<file path="src/prd_pkg.sv">
package prd_pkg;

	localparam int SAMPLE_BITS_DEF = 10;
	localparam int TIME_BITS_DEF   = 32;

	localparam int THRESH_BITS = 10;
	localparam int REFR_BITS   = 16;
	localparam int BPM_BITS    = 16;
	localparam int IVL_BITS    = 32;

	localparam logic [THRESH_BITS-1:0] THRESH_RESET = THRESH_BITS'(650);
	localparam logic [REFR_BITS-1:0]   REFR_RESET   = REFR_BITS'(300);

	// twice the ms per minute, numerator of the rounded rate
	localparam int RATE_NUMER      = 120000;
	localparam int RATE_NUMER_BITS = 17;

	localparam int ADDR_BITS = 3;

	typedef enum logic {
		REG_THRESHOLD  = 1'b0,
		REG_REFRACTORY = 1'b1
	} reg_idx_t;

endpackage

</file>
<file path="src/prd_divider.sv">
module prd_divider
	import prd_pkg::*;
#(
	parameter int NUM_W = 33,
	parameter int DEN_W = 33,
	parameter int QUO_W = 16
) (
	input  logic             clk,
	input  logic             arst_n,
	input  logic             start,
	input  logic [NUM_W-1:0] numer,
	input  logic [DEN_W-1:0] denom,
	output logic             done,
	output logic [QUO_W-1:0] quotient
);

	localparam int CNT_W = $clog2(NUM_W + 1);

	logic [NUM_W-1:0] quo_q;
	logic [DEN_W-1:0] rem_q;
	logic [DEN_W-1:0] den_q;
	logic [CNT_W-1:0] cnt_q;
	logic             running_q;
	logic             done_q;

	logic [DEN_W:0]   trial;
	logic [DEN_W:0]   diff;
	logic             fits;

	// one restoring step per cycle, numerator bits shift in msb first
	assign trial = {rem_q, quo_q[NUM_W-1]};
	assign diff  = trial - {1'b0, den_q};
	assign fits  = (trial >= {1'b0, den_q});

	always_ff @(posedge clk or negedge arst_n) begin
		if (!arst_n) begin
			running_q <= 1'b0;
			done_q    <= 1'b0;
			cnt_q     <= '0;
		end else begin
			done_q <= 1'b0;
			if (start) begin
				running_q <= 1'b1;
				cnt_q     <= '0;
			end else if (running_q) begin
				cnt_q <= cnt_q + CNT_W'(1);
				if (cnt_q == CNT_W'(NUM_W - 1)) begin
					running_q <= 1'b0;
					done_q    <= 1'b1;
				end
			end
		end
	end

	always_ff @(posedge clk) begin
		if (start) begin
			quo_q <= numer;
			rem_q <= '0;
			den_q <= denom;
		end else if (running_q) begin
			quo_q <= {quo_q[NUM_W-2:0], fits};
			rem_q <= fits ? diff[DEN_W-1:0] : trial[DEN_W-1:0];
		end
	end

	assign done     = done_q;
	assign quotient = quo_q[QUO_W-1:0];

endmodule

</file>
<file path="src/pulse_rate_detector_core.sv">
// channel   | valid        | ready        | payload
// ----------+--------------+--------------+-------------------------------
// sample    | sample_valid | sample_ready | sample_value, time_ms
// beat      | beat_valid   | beat_ready   | beats_per_minute, interval_ms
// apb       | psel/penable | pready       | paddr, pwdata, prdata
//
// a request that is no accepted beat does not hold the input off
// an accepted beat holds the input off while the NUM_W-bit divide runs and until the output register is free,
// NUM_W being one more than the wider of TIME_BITS and 17,
// with the shared restoring divider doing one quotient bit per cycle
// a finished result waits in the output register while the next request is taken
// reset clears control state and loads the register defaults
module pulse_rate_detector_core
	import prd_pkg::*;
#(
	parameter int SAMPLE_BITS = SAMPLE_BITS_DEF,
	parameter int TIME_BITS   = TIME_BITS_DEF
) (
	input  logic                   clk,
	input  logic                   arst_n,
	input  logic                   sample_valid,
	output logic                   sample_ready,
	input  logic [SAMPLE_BITS-1:0] sample_value,
	input  logic [TIME_BITS-1:0]   time_ms,
	output logic                   beat_valid,
	input  logic                   beat_ready,
	output logic [BPM_BITS-1:0]    beats_per_minute,
	output logic [IVL_BITS-1:0]    interval_ms,
	input  logic                   psel,
	input  logic                   penable,
	input  logic                   pwrite,
	input  logic [ADDR_BITS-1:0]   paddr,
	input  logic [31:0]            pwdata,
	output logic [31:0]            prdata,
	output logic                   pready
);

	localparam int CMP_W = (SAMPLE_BITS > THRESH_BITS) ? SAMPLE_BITS : THRESH_BITS;
	localparam int RFC_W = (TIME_BITS > REFR_BITS) ? TIME_BITS : REFR_BITS;
	localparam int NUM_W = ((TIME_BITS > RATE_NUMER_BITS) ? TIME_BITS : RATE_NUMER_BITS) + 1;
	localparam int DEN_W = TIME_BITS + 1;

	typedef enum logic [2:0] {
		ST_IDLE = 3'b001,
		ST_DIV  = 3'b010,
		ST_HOLD = 3'b100
	} state_t;

	state_t                 state_q;
	logic [THRESH_BITS-1:0] thresh_q;
	logic [REFR_BITS-1:0]   refr_q;
	logic [SAMPLE_BITS-1:0] prev_q;
	logic [TIME_BITS-1:0]   last_beat_q;
	logic [TIME_BITS-1:0]   ivl_q;
	logic                   start_q;
	logic                   out_valid_q;
	logic [BPM_BITS-1:0]    bpm_q;
	logic [IVL_BITS-1:0]    out_ivl_q;

	logic                   accept;
	logic                   crossing;
	logic [TIME_BITS-1:0]   ivl;
	logic                   beat;
	logic                   div_done;
	logic [BPM_BITS-1:0]    div_quo;
	logic                   slot_free;
	logic                   cfg_wr;
	reg_idx_t               cfg_idx;

	assign pready  = 1'b1;
	assign cfg_idx = reg_idx_t'(paddr[2]);
	assign cfg_wr  = psel & penable & pwrite & pready;

	always_comb begin
		case (cfg_idx)
			REG_THRESHOLD:  prdata = 32'(thresh_q);
			REG_REFRACTORY: prdata = 32'(refr_q);
			default:        prdata = '0;
		endcase
	end

	always_ff @(posedge clk or negedge arst_n) begin
		if (!arst_n) begin
			thresh_q <= THRESH_RESET;
			refr_q   <= REFR_RESET;
		end else if (cfg_wr) begin
			case (cfg_idx)
				REG_THRESHOLD:  thresh_q <= pwdata[THRESH_BITS-1:0];
				REG_REFRACTORY: refr_q   <= pwdata[REFR_BITS-1:0];
				default: ;
			endcase
		end
	end

	assign sample_ready = (state_q == ST_IDLE);
	assign accept       = sample_valid & sample_ready;
	assign crossing     = (CMP_W'(sample_value) > CMP_W'(thresh_q)) &&
	                      (CMP_W'(prev_q) <= CMP_W'(thresh_q));
	assign ivl          = time_ms - last_beat_q;
	assign beat         = crossing && (RFC_W'(ivl) > RFC_W'(refr_q));
	assign slot_free    = !out_valid_q || beat_ready;

	always_ff @(posedge clk or negedge arst_n) begin
		if (!arst_n) begin
			state_q     <= ST_IDLE;
			prev_q      <= '0;
			last_beat_q <= '0;
			start_q     <= 1'b0;
			out_valid_q <= 1'b0;
		end else begin
			start_q <= 1'b0;
			if (out_valid_q && beat_ready) begin
				out_valid_q <= 1'b0;
			end
			case (state_q)
				ST_IDLE: begin
					if (accept) begin
						prev_q <= sample_value;
						if (beat) begin
							last_beat_q <= time_ms;
							start_q     <= 1'b1;
							state_q     <= ST_DIV;
						end
					end
				end
				ST_DIV: begin
					if (div_done) begin
						if (slot_free) begin
							out_valid_q <= 1'b1;
							state_q     <= ST_IDLE;
						end else begin
							state_q <= ST_HOLD;
						end
					end
				end
				ST_HOLD: begin
					if (slot_free) begin
						out_valid_q <= 1'b1;
						state_q     <= ST_IDLE;
					end
				end
				default: state_q <= ST_IDLE;
			endcase
		end
	end

	always_ff @(posedge clk) begin
		if (accept && beat) begin
			ivl_q <= ivl;
		end
		if (((state_q == ST_DIV) && div_done && slot_free) ||
		    ((state_q == ST_HOLD) && slot_free)) begin
			bpm_q     <= div_quo;
			out_ivl_q <= IVL_BITS'(ivl_q);
		end
	end

	prd_divider #(
		.NUM_W (NUM_W),
		.DEN_W (DEN_W),
		.QUO_W (BPM_BITS)
	) u_div (
		.clk      (clk),
		.arst_n   (arst_n),
		.start    (start_q),
		.numer    (NUM_W'(RATE_NUMER) + NUM_W'(ivl_q)),
		.denom    ({ivl_q, 1'b0}),
		.done     (div_done),
		.quotient (div_quo)
	);

	assign beat_valid       = out_valid_q;
	assign beats_per_minute = bpm_q;
	assign interval_ms      = out_ivl_q;

endmodule

</file>
<file path="config.mk">
export PLATFORM = sky130hd
export DESIGN_NAME = pulse_rate_detector_core
export DESIGN_NICKNAME = d
export VERILOG_FILES = /design/src/prd_pkg.sv /design/src/prd_divider.sv /design/src/pulse_rate_detector_core.sv
export SDC_FILE = /design/constraint.sdc
export NUM_CORES = 1
export LEC_CHECK = 0
export BUFFER_PORTS_ARGS = -buffer_cell sky130_fd_sc_hd__buf_2
export CORE_UTILIZATION = 60
export DETAILED_ROUTE_END_ITERATION = 8
export PLACE_DENSITY = 0.81
export SYNTH_ARGS = -nofsm -noshare
export SYNTH_HDL_FRONTEND = slang
export SYNTH_SLANG_ARGS = --single-unit
export TNS_END_PERCENT = 10
</file>
<file path="constraint.sdc">
create_clock -name clk -period 5.58 [get_ports clk]
set_clock_uncertainty 0.2 [all_clocks]
set_input_delay 0.279 -clock clk [delete_from_list [all_inputs] [get_ports clk]]
set_output_delay 0.279 -clock clk [all_outputs]
set_load 0.1 [all_outputs]
</file>
Word-level counts from Yosys, hierarchy flattened
Index checks and enable logic that the tools add are counted.
{"block": "classes", "add_sub_neg": 4, "n_mul": 0, "div": 0, "magnitude_cmp": 4, "eq_ne": 8, "shifts": 0, "mux": 25, "bitwise_logic": 4, "n_reduce_logical": 16}
{"operator": "33-bit 2-to-1 mux", "n": 3}
{"operator": "32-bit case mux with 2 select lines", "n": 1}
{"operator": "34-bit by 33-bit greater-or-equal comparator with 1-bit output", "n": 1}
{"operator": "17-bit by 32-bit adder with 33-bit output, first input constant", "n": 1}
{"operator": "33-bit subtractor", "n": 1}
{"operator": "32-bit by 16-bit greater-than comparator with 1-bit output", "n": 1}
{"operator": "32-bit subtractor", "n": 1}
{"operator": "3-bit 2-to-1 mux", "n": 5}
{"operator": "1-bit 2-to-1 mux", "n": 12}
{"operator": "6-bit 2-to-1 mux", "n": 2}
{"operator": "10-bit greater-than comparator", "n": 1}
{"operator": "10-bit less-or-equal comparator", "n": 1}
{"operator": "3-bit case mux with 3 select lines", "n": 1}
{"operator": "1-bit logical AND", "n": 7}
{"operator": "6-bit by 1-bit adder with 6-bit output, second input constant", "n": 1}
{"operator": "6-bit == test, second input constant", "n": 1}
{"operator": "2-bit by 1-bit inequality test with 1-bit output, second input constant", "n": 3}
{"operator": "2-bit AND reduction", "n": 3}
{"operator": "4-bit AND reduction", "n": 1}
{"operator": "1-bit bitwise AND", "n": 3}
{"operator": "3-bit by 1-bit == test with 1-bit output, second input constant", "n": 1}
{"operator": "3-bit by 2-bit == test with 1-bit output, second input constant", "n": 1}
{"operator": "3-bit == test, second input constant", "n": 1}
{"operator": "3-bit AND reduction", "n": 1}
{"operator": "other kinds (6)", "n": 7}
{"block": "totals", "reg_bits": 259, "latchBits": 0, "ram_bits": 0, "mem_bits_ro": 0, "inputBits": 84, "out_inout_bits": 83, "word_cells": 77, "n_memories": 0}

Longest topological paths before layout
Gate-level depths: netlist (run 1).
{"block": "depth", "word_depth": 6, "depth_mapped": 22, "mapped_depth_nobuf": 21}

Cells and area by module
From an unflattened synthesis (run 1), not the netlist that was laid out.
{"block": "hier_totals", "hier_cells": 1458, "area_unflattened_um2": 15521.1}
{"module": "pulse_rate_detector_core", "n_inst": 1, "cells_per_inst": 844, "area_per_inst_um2": 9231.4, "seq_area_each_um2": 4240.3}
{"module": "prd_divider", "n_inst": 1, "cells_per_inst": 614, "area_per_inst_um2": 6289.8, "seq_area_each_um2": 2842.7}

Least setup slack after synthesis (run 1)
Ideal clock, no wire load.
{"block": "synth_timing", "path_kind": "register to register", "startpoint": "reg state_q[0]", "endpoint": "reg ivl_q[0], enable pin", "setup_time_ns": 0.387, "arrival_time_ns": 4.481, "setup_slack_ns": 0.513, "path_stages_with_launch": 8, "n_path_buf": 1, "period_less_slack_ns": 5.067, "cell_sequence": "dfstp_2 > nor3b_1 > and2_1 > o31ai_1 > nor3_1 > o21ai_4 > buf_6 > inv_1"}
{"block": "synth_between", "elab_chain_cells": 3}
{"element": "start: declaration", "line": "pulse_rate_detector_core.sv:49", "source": "state_t state_q;"}
{"element": "start signal: assignment", "line": "pulse_rate_detector_core.sv:105", "source": "state_q <= ST_IDLE;"}
{"element": "start signal: assignment", "line": "pulse_rate_detector_core.sv:122", "source": "state_q <= ST_DIV;"}
{"element": "start signal: assignment", "line": "pulse_rate_detector_core.sv:130", "source": "state_q <= ST_IDLE;"}
{"element": "3-bit by 1-bit == test with 1-bit output", "line": "pulse_rate_detector_core.sv:95", "source": "assign sample_ready = (state_q == ST_IDLE);"}
{"element": "net sample_ready", "line": "pulse_rate_detector_core.sv:22", "source": "output logic sample_ready,"}
{"element": "1-bit bitwise AND", "line": "pulse_rate_detector_core.sv:96", "source": "assign accept = sample_valid & sample_ready;"}
{"element": "1-bit logical AND", "line": "pulse_rate_detector_core.sv:148", "source": "if (accept && beat) begin"}
{"element": "end signal: assignment", "line": "pulse_rate_detector_core.sv:149", "source": "ivl_q <= ivl;"}
{"element": "end: declaration", "line": "pulse_rate_detector_core.sv:54", "source": "logic [TIME_BITS-1:0] ivl_q;"}
The timed path passes the listed nets, and every way through them passes these cells.
A chain may end at the register's enable or synchronous reset.

Final worst setup path (run 1)
{"block": "layout_timing", "startpoint": "in time_ms[0]", "endpoint": "reg ivl_q[26], enable pin"}
{"block": "layout_between", "elab_chain_cells": 4}
{"element": "start: declaration", "line": "pulse_rate_detector_core.sv:24", "source": "input logic [TIME_BITS-1:0] time_ms,"}
{"element": "32-bit subtractor", "line": "pulse_rate_detector_core.sv:99", "source": "assign ivl = time_ms - last_beat_q;"}
{"element": "net ivl[14]", "line": "pulse_rate_detector_core.sv:62", "source": "logic [TIME_BITS-1:0] ivl;"}
{"element": "32-bit by 16-bit greater-than comparator with 1-bit output", "line": "pulse_rate_detector_core.sv:100", "source": "assign beat = crossing && (RFC_W'(ivl) > RFC_W'(refr_q));"}
{"element": "1-bit logical AND", "line": "pulse_rate_detector_core.sv:100"}
{"element": "1-bit logical AND", "line": "pulse_rate_detector_core.sv:148"}
The timed path passes the listed nets, and every way through them passes these cells.

==> results of run 1 <==
## power by group through the flow
stage                     Clock (W)  Combinational (W)  Sequential [W]
after global routing        0.00184           0.000770         0.00210
after CTS                   0.00176           0.000701         0.00209
after floorplan                   0           0.000525         0.00212
final                       0.00173           0.000718         0.00210
after global placement            0           0.000654         0.00213
after detailed placement          0           0.000664         0.00213
## worst max path at each step
stage,startpoint,to,cells past startpoint
global placement,time_ms[0],ivl_q[8],23
detailed placement,time_ms[0],ivl_q[9],24
CTS,time_ms[0],ivl_q[5],25
global route,time_ms[0],ivl_q[5],25
finish,time_ms[0],ivl_q[26],25
floorplan,state_q[0],ivl_q[0],7
## per-stage QoR
step / hold slack (ns) / instance area, sq um / util (%) / setup WS, ns / instances
after floorplan: -0.217 / 14900 / - / 0.513 / 1444
after global placement: 0.00655 / 15700 / 64.7 / 0.471 / 1842
after detailed placement: 0.00987 / 15700 / 64.7 / 0.339 / 1842
after CTS: 0.0598 / 17200 / 70.7 / 0.379 / 1952
after global routing: 0.0825 / 17200 / 70.8 / 0.0722 / 1953
final: 0.0855 / 17200 / 70.8 / 0.545 / 1953
## cell families (layout without fill, tap and decap cells)
kind of cell	Yosys count	in the layout	share of synthesized area (%)
and+or+nand+nor	383	383	12.5
muxes	89	89	6.69
other	2	18	0.0506
xor gates and xnor gates	70	70	4.13
AOI/OAI and AO/OA	331	331	14.8
DFF	259	259	47.5
adders and majority gates	104	104	8.87
buffers and inverters	191	375	5.42
## timing repair
| action | 4_1_cts | 5_1_grt |
|---|---|---|
| hold buffers | 61 | 0 |
| setup buffers | 0 | 0 |
| gates resized for setup | 0 | 1 |
| endpoints found under the setup margin | 0 | 32 |
| hold endpoints to repair | 94 | 0 |
## critical path: cells and delay by family
kind	cells	cell delay, ns
and+or+nand+nor	6	0.85
AOI/OAI and AO/OA	9	1.58
buffers and inverters	6	1.17
adders and majority gates	3	0.95
xor gates and xnor gates	1	0.27
## synth_stat cells (all sizes together) (11+ instances only)
| cell type | n |
|---|---|
| a211oi | 13 |
| a21o | 28 |
| a21oi | 83 |
| a311oi | 25 |
| a31oi | 12 |
| and2 | 15 |
| and3 | 13 |
| buf | 25 |
| clkbuf | 45 |
| dfrtp | 72 |
| dfxtp | 33 |
| edfxtp | 145 |
| ha | 102 |
| inv | 121 |
| mux2 | 82 |
| nand2 | 82 |
| nand3 | 43 |
| nand4 | 18 |
| nor2 | 121 |
| nor2b | 17 |
| nor3 | 19 |
| o211ai | 11 |
| o21a | 17 |
| o21ai | 77 |
| o21bai | 11 |
| xnor2 | 43 |
| xor2 | 27 |
## per-layer routing
layer | track usage (%) | vias to the layer above | part of all wire (%) | wire length (um)
li1 | - | 5518 | - | -
met1 | 34.9 | 5451 | 42 | 14500
met2 | 47.3 | 372 | 50 | 17200
met3 | 4.38 | 86 | 5.9 | 2060
met4 | 9.35 | 0 | 2.7 | 943
met5 | 0 | - | 0 | 0
## sequential cells by signal, summed over array words and instances, names as in the netlist
register,flops
u_div.running_q,1
last_beat_q,32
refr_q,16
prev_q,10
thresh_q,10
u_div.den_q,32
ivl_q,32
interval_ms,32
start_q,1
u_div.cnt_q,6
beats_per_minute,16
u_div.rem_q,33
u_div.quo_q,33
u_div.done,1
beat_valid,1
state_q,3
## layout make-up
cell class,instances,area [sq um],share of cell area [%]
flip-flops and latches,259,7060,41.0
multi-input cells,994,7060,41.0
repair buffers,205,1380,8.01
clock buffers,31,701,4.07
inverters,121,454,2.64
well taps,324,405,2.36
clock inverters,18,156,0.909
diodes,1,2.50,0.0145
==> flow_metrics.tcl, run 1 <==
set metrics [dict create \
    grt_pass1_wl_um 56400 \
    yosys_warnings 0 \
    cp.arrival_ns 5.11 \
    drcViolationCount 0 \
    gp_congestion 0.942 \
    clockBufferDepth 3 \
    final_common_cell "edfxtp_1" \
    track_usage_pct 27.3 \
    pwr-share-seq_pct 46.1 \
    max_stage_delay_ns 0.52 \
    fin_nets 1796 \
    r2r-end "ivl_q[26]" \
    first_global_vias 11350 \
    routed_wl_um 34600 \
    synth_seq_cells 259 \
    area_growth_pct 16.0 \
    most-common-layout-cells "edfxtp_1, buf_2, inv_1, nor2_1, ha_1" \
    syn_inst 1429 \
    max_slew_margin_pct 30.5 \
    tightest_slew_ns 1.04 \
    power.share.clock_pct 38.1 \
    start_util_pct 61.0 \
    clock-sinks 259 \
    num_vias 11427 \
    cp.required_ns 5.66 \
    finalMaxSlewViolations 0 \
    power.density_mw_per_mm2 264 \
    r2r_cells 22 \
    yosysTopAreaCell "edfxtp_1" \
    status "complete, no violations" \
    async_flop_share_pct 31.3 \
    report.final.hold_viol_count 0 \
    cp_slowest_cell "dlygate4sd3_1" \
    ys.flop_type "edfxtp_1" \
    combinationalPowerShare_pct 15.8 \
    drt_iter0_drc 772 \
    core_area_sq_mm 0.0243 \
    critPathMaxFanout 26 \
    fin_crit_ns 5.03 \
    grt_antenna_before_repair 1 \
    maxCapViolCount 0 \
    detail_route.wl_per_cell_um 17.7 \
    fp.dieW_um 159 \
    rr_startpoint "last_beat_q[0]" \
    power_w 0.00455 \
    clk_pin_slew_ns 0.07 \
    yosysUniqueCellTypes 72 \
    switching_share_pct 28.3 \
    fin_crit_sh_pct 90.2 \
    rrSetupSlack_ns 0.60 \
    synth_edf_count 145 \
    grt-ovfl-total 0 \
    syn_area_sq_mm 0.0148 \
    hp-class "input port to asynchronous set/reset pin" \
    rows 57 \
    ant_nets 0 \
    port_buffers 131 \
    die_h_um 159 \
    htree_levels 1 \
    setup_tns_ns 0 \
    cts_buffers 27 \
    synth_top_area_share_pct 29.3 \
    worst_setup_path_end_kind "flop" \
    p_sw_w 0.00129 \
    cts_tree "built" \
    startpoint_type "input port" \
    grt_max_degree 79 \
    dpl.hpwl_um 23700 \
    drt_first_pass_iters 5 \
    intPower_w 0.00326 \
    drive_above_1_share_pct 18.6 \
    setup_viol 0 \
    max_freq_mhz 199 \
    die_area_sq_mm 0.0254 \
    yosysSeqAreaShare_pct 47.5 \
    root_buffer "clkbuf_16" \
    vias_per_cell 5.85 \
    peakVddDrop_mv 0.353 \
    synthTopCellsByArea "edfxtp_1, dfrtp_1, ha_1, mux2_2, dfxtp_1" \
    rsz0062_at_grt "no" \
    leakage_nw 7.09 \
    fillCellCount 1759 \
    clkLatencyLatePin_ns 0.54 \
    ioPinCount 167 \
    syn_area_per_cell_sq_um 10.4 \
    crit_type "input port to flop" \
]
Power figures use the tool's default switching activity.
==> run 2: changes to the inputs <==
--- a/config.mk
+++ b/config.mk
@@ -6,9 +6,11 @@
 export NUM_CORES = 1
 export LEC_CHECK = 0
 export BUFFER_PORTS_ARGS = -buffer_cell sky130_fd_sc_hd__buf_2
-export CORE_UTILIZATION = 60
+export CELL_PAD_IN_SITES_DETAIL_PLACEMENT = 0
+export CELL_PAD_IN_SITES_GLOBAL_PLACEMENT = 1
+export CORE_UTILIZATION = 47
 export DETAILED_ROUTE_END_ITERATION = 8
-export PLACE_DENSITY = 0.81
+export PLACE_DENSITY_LB_ADDON = 0.1
 export SYNTH_ARGS = -nofsm -noshare
 export SYNTH_HDL_FRONTEND = slang
 export SYNTH_SLANG_ARGS = --single-unit
==> flow_metrics.tcl, run 2 (same netlist as run 1, synthesis figures left out) <==
set metrics [dict create \
    clock-sinks 259 \
    cp.depth 24 \
    clk_pin_slew_ns 0.06 \
    fin_crit_ns 5.03 \
    holdWs_ns 0.0226 \
    routed_wl_um 34500 \
    vias_per_cell 5.44 \
    start_util_pct 48.1 \
    cp.arrival_ns 5.27 \
    cts_buffers 30 \
    setup_tns_ns 0 \
    clockBufferDepth 3 \
    violations "DRC" \
    power.density_mw_per_mm2 273 \
    grt_antenna_before_repair 1 \
    worst_setup_path_end_kind "flop" \
    cp_num_buf_inv 4 \
    power_w 0.00477 \
    fin_crit_sh_pct 90.1 \
    cts_tree "built" \
    largestRegisters "u_div.quo_q (33), u_div.rem_q (33)" \
    grt-ovfl-total 0 \
    rows 64 \
    drcViolationCount 3 \
    peakVddDrop_mv 0.221 \
    root_buffer "clkbuf_16" \
    rsz0062_at_grt "no" \
    most-common-layout-cells "edfxtp_1, buf_2, inv_1, nor2_1, ha_1" \
    finalMaxSlewViolations 0 \
    maxCapViolCount 0 \
    cp_cell_sequence "dlygate4sd3_1 > buf_2 > inv_1 > ha_1 > fa_1 > nor2b_1 > o2111ai_1 > a31oi_1 > o21a_1 > o21ai_0 > nand2b_1 > a21boi_0 > xnor2_1 > ha_1 > nand4_1 > nor3_1 > o31a_1 > o21ai_0 > o221ai_1 > nor4_1 > nand4_1 > o21ai_4 > buf_4 > mux2_2" \
    gp_congestion 0.880 \
    dpl.hpwl_um 25100 \
    hp-class "input port to asynchronous set/reset pin" \
    fillCellCount 2708 \
    worst_slack_ns 0.553 \
    cp.required_ns 5.82 \
    core_area_sq_mm 0.0308 \
    clkLatencyLatePin_ns 0.56 \
    max_freq_mhz 199 \
    ioPinCount 167 \
    path_delay_family "compound AO/OA/AOI/OAI gates" \
    first_global_vias 10703 \
    critPathMaxFanout 15 \
    startpoint_type "input port" \
    cp_slowest_cell "dlygate4sd3_1" \
    ant_nets 0 \
    area_growth_pct 17.6 \
    fin_nets 1801 \
    die_h_um 180 \
    port_buffers 131 \
    crit_type "input port to flop" \
    grt_pass1_wl_um 55900 \
    final_common_cell "edfxtp_1" \
    htree_levels 1 \
    detail_route.wl_per_cell_um 17.0 \
    setup_viol 0 \
    r2r_cells 21 \
    fp.dieW_um 180 \
    cts_setup_buffers 0 \
    tightest_slew_ns 0.958 \
    num_vias 11056 \
    leakage_nw 7.16 \
    drive_above_1_share_pct 18.6 \
    track_usage_pct 21.4 \
    max_slew_margin_pct 35.9 \
    status "finished with violations" \
    drt_first_pass_iters 8 \
    die_area_sq_mm 0.0323 \
    drt_iter0_drc 564 \
    report.final.hold_viol_count 0 \
    max_stage_delay_ns 0.53 \
    dpl_worst_slack_ns 0.485 \
    grt_max_degree 88 \
]
[run 2: cell type report]
class / count / area [sq um] / area share [%]
antenna: 1 / 2.50 / 0.0143
clock buffer: 42 / 857 / 4.91
sequential: 259 / 7060 / 40.4
clock inverter: 14 / 154 / 0.881
tap: 396 / 495 / 2.84
multi-input combinational: 994 / 7050 / 40.4
inverter: 121 / 454 / 2.60
timing repair buffer: 207 / 1390 / 7.97
[run 2: final timing paths]
| check | endpoint | from | slack (ns) |
|---|---|---|---|
| setup reg to reg | last_beat_q[6] | last_beat_q[0] | 0.57 |
| max in group asynchronous | start_q | arst_n | 4.15 |
| hold reg to reg | beats_per_minute[11] | u_div.quo_q[11] | 0.25 |
| min in group clk | prev_q[0] | sample_valid | 0.18 |
| hold / removal | refr_q[7] | arst_n | 0.02 |
| setup / recovery | last_beat_q[6] | time_ms[0] | 0.55 |
[run 2: power by group]
part / switching [W] / total [W] / leakage, nW / internal [W]
sequential: 0.0000276 / 0.00209 / 2.47 / 0.00206
combinational: 0.000469 / 0.000701 / 4.21 / 0.000233
clock: 0.000774 / 0.00198 / 0.479 / 0.00120
total: 0.00127 / 0.00477 / 7.16 / 0.00350
[run 2: stage by stage]
stage,cells,util [%],area [sq um]
finish,2034,56.6,17500
floorplan,1444,-,14900
global placement,1917,51.4,15800
CTS,2033,56.6,17500
detailed placement,1917,51.4,15800
global route,2034,56.6,17500
[run 2: what timing repair did]
| action | in CTS | in global routing |
|---|---|---|
| hold buffers | 60 | 0 |
| gates resized for setup | 0 | 0 |
| endpoints found under the hold margin | 107 | 0 |
[run 2: metal layers]
metal	up-vias	part of all wire [%]	track usage (%)
met5	-	0	0
met1	5280	47	29.5
met4	0	2.0	4.41
met2	203	47	35.9
li1	5533	-	-
met3	40	3.5	2.80
